<file path="src/cctb_pkg.sv">
// Shared constants and handshake types for the cycle counter time breakdown.
// Used by cctb_div and cycle_counter_time_breakdown; no dependencies.
`timescale 1ns / 1ps
`default_nettype none

package cctb_pkg;

   parameter int SAMPLE_W   = 32;
   parameter int FREQ_W     = 10;
   parameter int CYCLES_W   = 64;
   parameter int SEC_W      = 32;
   parameter int FRAC_W     = 10;
   // divisor width covers the ticks per second at the highest rate
   parameter int DIVISOR_W  = 30;
   parameter int BITS_PER_STEP = 2;
   parameter int DIV_STEPS  = CYCLES_W / BITS_PER_STEP;
   parameter int STEP_CNT_W = $clog2(DIV_STEPS);

   parameter int FREQ_RESET = 550;
   parameter int US_PER_MS  = 1000;
   parameter int US_PER_S   = 1000000;

   typedef struct packed {
      logic start;
   } div_ctl_type;

   typedef struct packed {
      logic busy;
      logic done;
   } div_sts_type;

endpackage

`default_nettype wire

</file>
<file path="src/cctb_div.sv">
// Shared restoring divider: 64-bit dividend by a 30-bit divisor, two quotient
// bits per cycle. Depends on cctb_pkg.
`timescale 1ns / 1ps
`default_nettype none

module cctb_div (
   input  wire logic                           clock,
   input  wire logic                           reset,
   input  wire cctb_pkg::div_ctl_type          ctl,
   input  wire logic [cctb_pkg::CYCLES_W-1:0]  dividend,
   input  wire logic [cctb_pkg::DIVISOR_W-1:0] divisor,
   output      cctb_pkg::div_sts_type          sts,
   output      logic [cctb_pkg::CYCLES_W-1:0]  quotient,
   output      logic [cctb_pkg::DIVISOR_W-1:0] remainder
);

   logic [cctb_pkg::CYCLES_W-1:0]   quo_ff, quo_in;
   logic [cctb_pkg::DIVISOR_W-1:0]  rem_ff, rem_in;
   logic [cctb_pkg::DIVISOR_W-1:0]  dvs_ff, dvs_in;
   logic [cctb_pkg::STEP_CNT_W-1:0] cnt_ff, cnt_in;
   logic                            busy_ff, busy_in;
   logic                            done_ff, done_in;

   // quotient bits shift in at the bottom as the dividend shifts out the top
   always_comb begin
      logic [cctb_pkg::DIVISOR_W:0]   trial;
      logic [cctb_pkg::DIVISOR_W-1:0] r;
      logic [cctb_pkg::CYCLES_W-1:0]  q;
      r = rem_ff;
      q = quo_ff;
      trial = '0;
      for (int i = 0; i < cctb_pkg::BITS_PER_STEP; i++) begin
         trial = {r, q[cctb_pkg::CYCLES_W-1]};
         q = {q[cctb_pkg::CYCLES_W-2:0], 1'b0};
         if (trial >= {1'b0, dvs_ff}) begin
            trial = trial - {1'b0, dvs_ff};
            q[0] = 1'b1;
         end
         r = trial[cctb_pkg::DIVISOR_W-1:0];
      end

      quo_in  = quo_ff;
      rem_in  = rem_ff;
      dvs_in  = dvs_ff;
      cnt_in  = cnt_ff;
      busy_in = busy_ff;
      done_in = 1'b0;
      if (ctl.start) begin
         quo_in  = dividend;
         rem_in  = '0;
         dvs_in  = divisor;
         cnt_in  = '0;
         busy_in = 1'b1;
      end else if (busy_ff) begin
         quo_in = q;
         rem_in = r;
         cnt_in = cnt_ff + 1'b1;
         if (cnt_ff == cctb_pkg::STEP_CNT_W'(cctb_pkg::DIV_STEPS - 1)) begin
            busy_in = 1'b0;
            done_in = 1'b1;
         end
      end
   end

   always_ff @(posedge clock) begin
      quo_ff <= quo_in;
      rem_ff <= rem_in;
      dvs_ff <= dvs_in;
      cnt_ff <= cnt_in;
      if (reset) begin
         busy_ff <= 1'b0;
         done_ff <= 1'b0;
      end else begin
         busy_ff <= busy_in;
         done_ff <= done_in;
      end
   end

   assign sts.busy  = busy_ff;
   assign sts.done  = done_ff;
   assign quotient  = quo_ff;
   assign remainder = rem_ff;

endmodule

`default_nettype wire

</file>
<file path="src/cycle_counter_time_breakdown.sv">
// Cycle counter time breakdown: wrap extension of a 32-bit counter sample and
// split of the 64-bit count into seconds, millis, micros and total micros.
// Each request runs four passes of the shared two-bit-per-cycle divider, then
// one output load. A new request is taken only in idle, after the last result is
// loaded; a waiting result blocks requests only once the next result is ready.
// Reset (synchronous): state and wraps zero, 550 MHz.
`timescale 1ns / 1ps
`default_nettype none

module cycle_counter_time_breakdown (
   input  wire logic                          clock,
   input  wire logic                          reset,
   input  wire logic                          csr_wr_en,
   input  wire logic [cctb_pkg::FREQ_W-1:0]   csr_wr_data,
   input  wire logic                          req_valid,
   output      logic                          req_stall,
   input  wire logic [cctb_pkg::SAMPLE_W-1:0] req_counter_sample,
   output      logic                          rsp_valid,
   input  wire logic                          rsp_stall,
   output      logic [cctb_pkg::SEC_W-1:0]    rsp_seconds,
   output      logic [cctb_pkg::FRAC_W-1:0]   rsp_millis,
   output      logic [cctb_pkg::FRAC_W-1:0]   rsp_micros,
   output      logic [cctb_pkg::CYCLES_W-1:0] rsp_total_us
);

   typedef enum logic [2:0] {
      ST_IDLE,
      ST_DIV_TICK,
      ST_DIV_SEC,
      ST_DIV_MS,
      ST_DIV_US,
      ST_RESP
   } state_type;

   state_type                       state_ff, state_in;
   logic [cctb_pkg::FREQ_W-1:0]     freq_ff, freq_in;
   logic [cctb_pkg::SAMPLE_W-1:0]   last_ff, last_in;
   logic [cctb_pkg::SAMPLE_W-1:0]   wrap_ff, wrap_in;
   logic                            zero_ff, zero_in;
   logic [cctb_pkg::CYCLES_W-1:0]   total_ff, total_in;
   logic [cctb_pkg::FRAC_W-1:0]     micros_ff, micros_in;
   logic [cctb_pkg::FRAC_W-1:0]     millis_ff, millis_in;
   logic [cctb_pkg::SEC_W-1:0]      sec_ff, sec_in;
   logic                            rsp_valid_ff, rsp_valid_in;
   logic [cctb_pkg::SEC_W-1:0]      rsp_sec_ff, rsp_sec_in;
   logic [cctb_pkg::FRAC_W-1:0]     rsp_ms_ff, rsp_ms_in;
   logic [cctb_pkg::FRAC_W-1:0]     rsp_us_ff, rsp_us_in;
   logic [cctb_pkg::CYCLES_W-1:0]   rsp_tot_ff, rsp_tot_in;

   logic                            accept;
   logic [cctb_pkg::DIVISOR_W-1:0]  tpus;
   logic [cctb_pkg::DIVISOR_W-1:0]  tpms;
   logic [cctb_pkg::DIVISOR_W-1:0]  tps;
   cctb_pkg::div_ctl_type           div_ctl;
   cctb_pkg::div_sts_type           div_sts;
   logic [cctb_pkg::CYCLES_W-1:0]   div_dividend;
   logic [cctb_pkg::DIVISOR_W-1:0]  div_divisor;
   logic [cctb_pkg::CYCLES_W-1:0]   div_quo;
   logic [cctb_pkg::DIVISOR_W-1:0]  div_rem;

   assign req_stall = (state_ff != ST_IDLE);
   assign accept    = req_valid && !req_stall;

   // ticks per microsecond, millisecond and second at the current rate
   assign tpus = cctb_pkg::DIVISOR_W'(freq_ff);
   assign tpms = tpus * cctb_pkg::DIVISOR_W'(cctb_pkg::US_PER_MS);
   assign tps  = tpus * cctb_pkg::DIVISOR_W'(cctb_pkg::US_PER_S);

   cctb_div u_div (
      .clock     (clock),
      .reset     (reset),
      .ctl       (div_ctl),
      .dividend  (div_dividend),
      .divisor   (div_divisor),
      .sts       (div_sts),
      .quotient  (div_quo),
      .remainder (div_rem)
   );

   always_comb begin
      state_in     = state_ff;
      freq_in      = freq_ff;
      last_in      = last_ff;
      wrap_in      = wrap_ff;
      zero_in      = zero_ff;
      total_in     = total_ff;
      micros_in    = micros_ff;
      millis_in    = millis_ff;
      sec_in       = sec_ff;
      rsp_valid_in = rsp_valid_ff;
      rsp_sec_in   = rsp_sec_ff;
      rsp_ms_in    = rsp_ms_ff;
      rsp_us_in    = rsp_us_ff;
      rsp_tot_in   = rsp_tot_ff;
      div_ctl.start = 1'b0;
      div_divisor  = tpus;
      div_dividend = {wrap_ff, last_ff};

      if (csr_wr_en) begin
         freq_in = csr_wr_data;
      end

      // drop the delivered result
      if (rsp_valid_ff && !rsp_stall) begin
         rsp_valid_in = 1'b0;
      end

      unique case (state_ff)
         ST_IDLE: begin
            if (req_counter_sample < last_ff) begin
               wrap_in = wrap_ff + 1'b1;
            end
            div_dividend = {wrap_in, req_counter_sample};
            div_divisor  = tpus;
            if (accept) begin
               last_in  = req_counter_sample;
               zero_in  = (freq_ff == '0);
               div_ctl.start = 1'b1;
               state_in = ST_DIV_TICK;
            end else begin
               wrap_in = wrap_ff;
            end
         end
         ST_DIV_TICK: begin
            // cycles / ticks per microsecond gives total micros
            if (div_sts.done) begin
               total_in      = div_quo;
               div_dividend  = {wrap_ff, last_ff};
               div_divisor   = tps;
               div_ctl.start = 1'b1;
               state_in      = ST_DIV_SEC;
            end
         end
         ST_DIV_SEC: begin
            if (div_sts.done) begin
               sec_in        = div_quo[cctb_pkg::SEC_W-1:0];
               div_dividend  = cctb_pkg::CYCLES_W'(div_rem);
               div_divisor   = tpms;
               div_ctl.start = 1'b1;
               state_in      = ST_DIV_MS;
            end
         end
         ST_DIV_MS: begin
            if (div_sts.done) begin
               millis_in     = div_quo[cctb_pkg::FRAC_W-1:0];
               div_dividend  = cctb_pkg::CYCLES_W'(div_rem);
               div_divisor   = tpus;
               div_ctl.start = 1'b1;
               state_in      = ST_DIV_US;
            end
         end
         ST_DIV_US: begin
            if (div_sts.done) begin
               micros_in = div_quo[cctb_pkg::FRAC_W-1:0];
               state_in  = ST_RESP;
            end
         end
         ST_RESP: begin
            // hold until the output register is free
            if (!rsp_valid_ff || !rsp_stall) begin
               rsp_valid_in = 1'b1;
               rsp_sec_in   = zero_ff ? '0 : sec_ff;
               rsp_ms_in    = zero_ff ? '0 : millis_ff;
               rsp_us_in    = zero_ff ? '0 : micros_ff;
               rsp_tot_in   = zero_ff ? '0 : total_ff;
               state_in     = ST_IDLE;
            end
         end
         default: begin
            state_in = ST_IDLE;
         end
      endcase
   end

   always_ff @(posedge clock) begin
      zero_ff    <= zero_in;
      total_ff   <= total_in;
      micros_ff  <= micros_in;
      millis_ff  <= millis_in;
      sec_ff     <= sec_in;
      rsp_sec_ff <= rsp_sec_in;
      rsp_ms_ff  <= rsp_ms_in;
      rsp_us_ff  <= rsp_us_in;
      rsp_tot_ff <= rsp_tot_in;
      if (reset) begin
         state_ff     <= ST_IDLE;
         freq_ff      <= cctb_pkg::FREQ_W'(cctb_pkg::FREQ_RESET);
         last_ff      <= '0;
         wrap_ff      <= '0;
         rsp_valid_ff <= 1'b0;
      end else begin
         state_ff     <= state_in;
         freq_ff      <= freq_in;
         last_ff      <= last_in;
         wrap_ff      <= wrap_in;
         rsp_valid_ff <= rsp_valid_in;
      end
   end

   assign rsp_valid    = rsp_valid_ff;
   assign rsp_seconds  = rsp_sec_ff;
   assign rsp_millis   = rsp_ms_ff;
   assign rsp_micros   = rsp_us_ff;
   assign rsp_total_us = rsp_tot_ff;

endmodule

`default_nettype wire

</file>
<file path="config.mk">
export PLATFORM = sky130hd
export DESIGN_NAME = cycle_counter_time_breakdown
export DESIGN_NICKNAME = d
export VERILOG_FILES = /design/src/cctb_pkg.sv /design/src/cctb_div.sv /design/src/cycle_counter_time_breakdown.sv
export SDC_FILE = /design/constraint.sdc
export NUM_CORES = 1
export LEC_CHECK = 0
export ABC_AREA = 0
export BUFFER_PORTS_ARGS = -buffer_cell sky130_fd_sc_hd__buf_2
export CAP_MARGIN = 20
export CORE_UTILIZATION = 25
export CTS_CLUSTER_SIZE = 10
export DETAILED_ROUTE_END_ITERATION = 10
export GPL_TIMING_DRIVEN = 1
export SYNTH_ARGS = -nofsm -noshare
export SYNTH_HDL_FRONTEND = slang
export SYNTH_SLANG_ARGS = --single-unit
</file>
<file path="constraint.sdc">
create_clock -name clock -period 14.5 [get_ports clock]
set_clock_uncertainty 0.15 [all_clocks]
set_input_delay 1.45 -clock clock [delete_from_list [all_inputs] [get_ports clock]]
set_output_delay 1.45 -clock clock [all_outputs]
set_load 0.02 [all_outputs]
</file>
==> metrics.md, run 1 <==
| Metric | Value |
|---|---|
| Status | finished clean |
| Async set-reset flop share out of synthesis | 0 |
| Die area | 0.1030 mm2 |
| Setup tns final | 0 ps |
| Clk Latency, worst-skew pair | 610 ps |
| Number of buffers added on ports | 164 |
| Synth area leaders | edfxtp_1 (39%), ha_1 (10%), dfxtp_1 (9.1%) |
| Period minus WS final | 6747 ps |
| Tot GR Track Use | 0.1282 |
| Slew @ Worst Pin | 1017 ps |
| Pwr/cell area | 183.8 mW/mm2 |
| Vias per cell | 4.682 |
| Clock Root Buffer | clkbuf_16 |
| ANT nets after route | 0 |
| DR DRC count | 0 |
| Largest net degree at the start of global routing | 91 |
| Initial antenna violation count | 10 |
| TritonCTS clock tree | built |
| DIE HEIGHT | 320.9 um |
| Vias in the first global route | 17650 |
| Cts bufs inserted | 53 |
| Hold buffers post-CTS | 0 |
| Final Power | 5.409 mW |
| Relative slew slack | 0.3217 |
| DP Cell Count | 3887 |
| Netlist Area Pre-Place | 0.02543 mm2 |
| Crit-path max FO | 44 |
| Max cap viols | 0 |
| GP Congestion | 0.8911 |
| Hold Slack | 298.9 ps |
| Post-cts gate resize count | 0 |
| Wirelength per Cell | 16.95 um |
| Final worst setup slack | 7753 ps |
| Post-Syn Instances | 2441 |
| Num rows | 116 |
| Fmax | 148.2 MHz |
| Clk slew on worst S/H paths | 60 ps |
| DRT Pass-1 Iters | 7 |
| Total congestion overflow | 0 |
| Initial core utilization | 0.2532 |
| Final Non-Filler Cells | 3988 |
| Worst path max stage delay | 690 ps |
| Die Width | 320.9 um |
| First-pass GRT wire length | 103.7 mm |
| Deepest clock path buffer count | 3 |
| Post-Syn Nets | 2747 |
| Hold/Removal Path Class | register to register |
| H-tree Lvls | 2 |
| Layout cells sized above 1 | 0.1099 |
| Critical Path RT | 14900 ps |
| Fin util | 0.2930 |
| Leakage | 11.39 nW |
| Final Setup Violations | 0 |
| WP data arrival | 7140 ps |
| Fin area | 0.02943 mm2 |
| Sink Count | 442 |
| Fin. Hold Viols | 0 |
| Final Max Slew Viols | 0 |
| Synthesis-stage register bit count | 442 |
| Io pins | 165 |
| Post-synth top area share | 0.3862 |
| Library cells used by synthesis | 78 |
| Number of flops mapped to enable cells by yosys | 327 |
| Filler cells | 10420 |
| Post-CTS Setup Bufs | 0 |
| Nets@finish | 2892 |
| Starting DRC count in detailed routing | 1532 |
| Maximum vdd drop | 0.1357 mV |
| YS warnings | 0 |
| Setup crit end kind | register |
| Placed instance area | 0.02778 mm2 |
| Syn Area/Cell | 10.42 um2 |
| Largest area contributor in the netlist | edfxtp_1 |
| CP startpoint kind | register |
| RSZ-0062 raised after global routing | no |
| Ys flop type | edfxtp_1 |
| Final period util | 0.4653 |
| Layout area overhead | 15.75% |
| Crit-path cells | inv_1 > ha_1 > inv_1 > or3_1 > or2_2 > nor3_1 > a31oi_1 > o21ai_2 > buf_4 > mux2_2 > ha_1 > o21a_1 > o21ai_0 > a211o_1 > a21oi_1 > o41ai_1 > o31a_1 > o211ai_4 > buf_4 > mux2_2 > a21oi_1 |
| Dpl hpwl | 49.30 mm |
| Most common cell in the netlist | edfxtp_1 |
| Via count | 18670 |
| Sequential element share of the synthesized area | 0.4767 |
| DRT Wirelength | 67.58 mm |
| Top post-synthesis cells by count | edfxtp_1 (327), a21oi_1 (210), ha_1 (207) |
| Slowest CP cell | o41ai_1 |
| Core area | 0.1004 mm2 |
| Critical path type | register to register |
| Setup Slack @ Placement | 7847 ps |
==> registers in the layout, indices dropped and copies added (netlist names) <==
signal and cells:
freq_ff 10, millis_ff 10, u_div.done_ff 1, rsp_micros 10, rsp_seconds 32, micros_ff 10, total_ff 64, rsp_total_us 64
u_div.cnt_ff 5, u_div.remainder 30, u_div.busy_ff 1, last_ff 32, rsp_millis 10, u_div.quotient 64, u_div.dvs_ff 30, state_ff 3
zero_ff 1, wrap_ff 32, sec_ff 32, rsp_valid 1
==> metal layers <==
layer | vias up | routed length [um] | global-route usage
met2 | 588 | 29990 | 0.2019
met1 | 8860 | 31930 | 0.1818
met5 | - | 83 | 0
li1 | 9112 | - | -
met3 | 101 | 4166 | 0.02015
met4 | 12 | 1416 | 0.03333
==> cells by family after synthesis <==
kind of cell / synth area share
flops: 0.4767
simple gates: 0.1336
buf+inv: 0.04640
mux: 0.02332
fa+ha+maj: 0.1428
compound gates: 0.1451
xor+xnor: 0.03203
==> power by group <==
group / switching [mW] / internal [mW]
Sequential: 0.102 / 1.46
Clock: 0.517 / 0.733
Combinational: 1.53 / 1.06
Total: 2.15 / 3.26
==> layout make-up <==
type	instances	area, um2	share of cell area
Clock inverter	8	81.33	0.002763
Clock buffer	90	1536	0.05221
Multi-Input combinational cell	1691	12160	0.4132
Inverter	206	774.5	0.02632
Tap cell	1357	1698	0.05769
Sequential cell	442	12120	0.4119
Timing Repair Buffer	192	1051	0.03571
Antenna cell	2	5.005	0.0001701
==> layout by cell type, fill, tap and decap left out, drive strengths merged, types with 64 or more instances in the layout <==
master    n
a21oi   210
clkbuf   90
xnor2    64
buf     192
nand2   194
edfxtp  327
nor2b   129
ha      207
dfxtp   115
inv     203
nor2    145
o21ai   124
==> final timing paths <==
check / slack (ps) / start / cells past startpoint / endpoint
worst max-delay path: 7750 / u_div.dvs_ff[28] / 21 / u_div.remainder[1]
worst min-delay path: 300 / u_div.quotient[55] / 0 / total_ff[55]
worst max register to register: 7750 / u_div.dvs_ff[28] / 21 / u_div.remainder[1]
worst min register to register: 300 / u_div.quotient[55] / 0 / total_ff[55]
==> critical path, delay by kind of cell (launching register included) <==
| kind | cells | cell delay [ps] |
|---|---|---|
| mux | 2 | 740 |
| flops | 1 | 320 |
| buf+inv | 4 | 890 |
| compound gates | 10 | 2570 |
| simple gates | 3 | 1270 |
| fa+ha+maj | 2 | 690 |
(Power assumes the default switching activity.)
==> inputs of run 2 (changes only) <==
==> constraint.sdc (replaced) <==
create_clock -name clock -period 5.6 [get_ports clock]
set_clock_uncertainty 0.15 [all_clocks]
set_input_delay 0.56 -clock clock [delete_from_list [all_inputs] [get_ports clock]]
set_output_delay 0.56 -clock clock [all_outputs]
set_load 0.02 [all_outputs]
==> run 2 against run 1 <==
  * Clock-buffer cell count unchanged
  * Sequential share of layout area decreased by 0.82 points
  * Routed wire length down 1.1%
  * Via count is 0.35% higher
  * Core utilization grew 0.59 points
  * Critical path type unchanged
  * Largest cell class unchanged
  * Highest routed layer unchanged
==> metrics.md, run 2 (same netlist as run 1, synthesis figures left out) <==
| Metric | Value |
|---|---|
| Fin util | 0.2989 |
| GP Congestion | 0.9339 |
| Layout cells sized above 1 | 0.1349 |
| WP data arrival | 5590 ps |
| Switching share of power | 0.3911 |
| TritonCTS clock tree | built |
| CP startpoint kind | register |
| Deepest clock path buffer count | 3 |
| Critical path type | register to register |
| Number of buffers added on ports | 164 |
| Setup tns final | 0 ps |
| Fmax | 189.3 MHz |
| Die Width | 320.9 um |
| Slew @ Worst Pin | 1105 ps |
| Die area | 0.1030 mm2 |
| Initial antenna violation count | 12 |
| Fin. Hold Viols | 0 |
| Total congestion overflow | 0 |
| Io pins | 165 |
| Leakage | 11.72 nW |
| Tot GR Track Use | 0.1278 |
| Final period util | 0.9434 |
| Initial core utilization | 0.2532 |
| M1 GR Usage | 0.1726 |
| Psw | 5.672 mW |
| Final Max Slew Viols | 0 |
| Vias in the first global route | 18140 |
| Relative slew slack | 0.2575 |
| Status | finished clean |
| Multi-input logic area | 0.01227 mm2 |
| Vias per cell | 4.624 |
| Maximum vdd drop | 0.2588 mV |
| Crit-path max FO | 12 |
| Share of power burned in registers | 0.278 |
| Via count | 18740 |
| Filler cells | 10410 |
| Global routing's busiest layer | met2 |
| Cts bufs inserted | 52 |
| Commonest non-fill, non-tap cell in the layout | edfxtp_1 |
| DIE HEIGHT | 320.9 um |
| Internal | 8.830 mW |
| Largest net degree at the start of global routing | 117 |
| DRT Pass-1 Iters | 5 |
| Max cap viols | 0 |
| Layout area overhead | 18.08% |
| Setup crit end kind | register |
| Pwr/cell area | 483.0 mW/mm2 |
| Clk slew on worst S/H paths | 60 ps |
| Clk pwr share | 0.216 |
| Num rows | 116 |
| Starting DRC count in detailed routing | 1376 |
| DR DRC count | 0 |
| Core area | 0.1004 mm2 |
| Nets@finish | 2955 |
| Met2 Usage GRT | 0.2064 |
| Final Setup Violations | 0 |
| Clk Latency, worst-skew pair | 610 ps |
| First-pass GRT wire length | 104.3 mm |
| Wirelength per Cell | 16.50 um |
| Dpl hpwl | 49.03 mm |
| Sink Count | 442 |
| DRT Wirelength | 66.84 mm |
| H-tree Lvls | 2 |
| Critical Path RT | 5910 ps |
| Most frequent cells in the layout | edfxtp_1 (327), a21oi_1 (207), ha_1 (203), inv_1 (202), nand2_1 (192) |
| Met3 usage | 0.02462 |
| Hold/Removal Path Class | primary input to register |
| Logic gate share of total power | 0.507 |
| Register Area | 0.01212 mm2 |
| Period minus WS final | 5283 ps |
| ANT nets after route | 0 |
| Clock Root Buffer | clkbuf_16 |
[run 2: cell types whose count changed in the layout (fill, tap and decap cells not counted), moves of 3 or more]
cell and delta:
clkbuf_1 +3, ha_4 +3, buf_12 +6, clkinv_1 -3
buf_4 +56, o41ai_2 +3, o41ai_1 -3, clkinv_2 +4
ha_1 -4
[run 2: power by group through the flow]
stage               logic [mW]  clock network [mW]  registers [mW]
floorplan                 5.27                   0            3.98
CTS                       7.11                3.23            4.03
detailed placement        7.05                   0            4.10
finish                    7.35                3.13            4.03
global placement          7.03                   0            4.09
global route              8.20                3.36            4.06
[run 2: critical path: stages (launching register included)]
cell	delay, ps
edfxtp_1	320
inv_1	90
ha_4	320
o21ai_0	100
o21a_1	220
or3b_2	510
nand3_1	120
nand2_1	120
o21ai_4	210
buf_4	170
clkbuf_16	160
nor2_1	40
a21oi_1	240
ha_1	230
a21o_1	170
a211oi_2	60
a211o_1	380
a21oi_1	270
o41ai_2	110
buf_4	150
or2_2	280
a311oi_1	340
xor2_1	110
mux2i_1	160
a21oi_1	80
[run 2: path summary, 6_finish.rpt]
kind | startpoint | end | slack [ps] | cells after the start
worst max-delay path | u_div.dvs_ff[9] | u_div.remainder[29] | 320 | 24
worst min-delay path | req_counter_sample[9] | last_ff[9] | 60 | 3
worst max register to register | u_div.dvs_ff[9] | u_div.remainder[29] | 320 | 24
worst min register to register | u_div.quotient[58] | total_ff[58] | 290 | 0
[run 2: layer usage]
metal / up-vias / share of wire
met2: 486 / 0.45
met4: 16 / 0.025
met3: 113 / 0.061
met5: - / 0.0015
met1: 8882 / 0.46
li1: 9241 / -
[run 2: cell type report]
type                       instances  area share
multi-input combinational       1691      0.4086
clock inverter                     6    0.001625
timing repair buffer             256     0.05359
antenna                            4   0.0003334
sequential                       442      0.4038
tap                             1357     0.05655
inverter                         206     0.02579
clock buffer                      90     0.04980
[run 2: timing repair]
| action | 4_1_cts | 5_1_grt |
|---|---|---|
| setup buffers | 0 | 4 |
| hold buffers | 2 | 0 |
| setup endpoints to repair | 0 | 33 |
| gates resized for setup | 0 | 20 |
| endpoints found under the hold margin | 2 | 0 |
[run 2: per-stage QoR]
step,hold WS (ps),worst slack [ps],cell area (um2),std cells,power [mW]
3_3_place_gp,280.7,280.8,28290,3945,11.12
6_report,64.99,316.9,30030,4052,14.50
2_1_floorplan,276.2,288.5,25430,2441,9.256
3_5_place_dp,290.1,251.8,28290,3945,11.15
5_1_grt,52.86,-4.886,30020,4048,15.62
4_1_cts,28.68,243.9,29850,4043,14.36
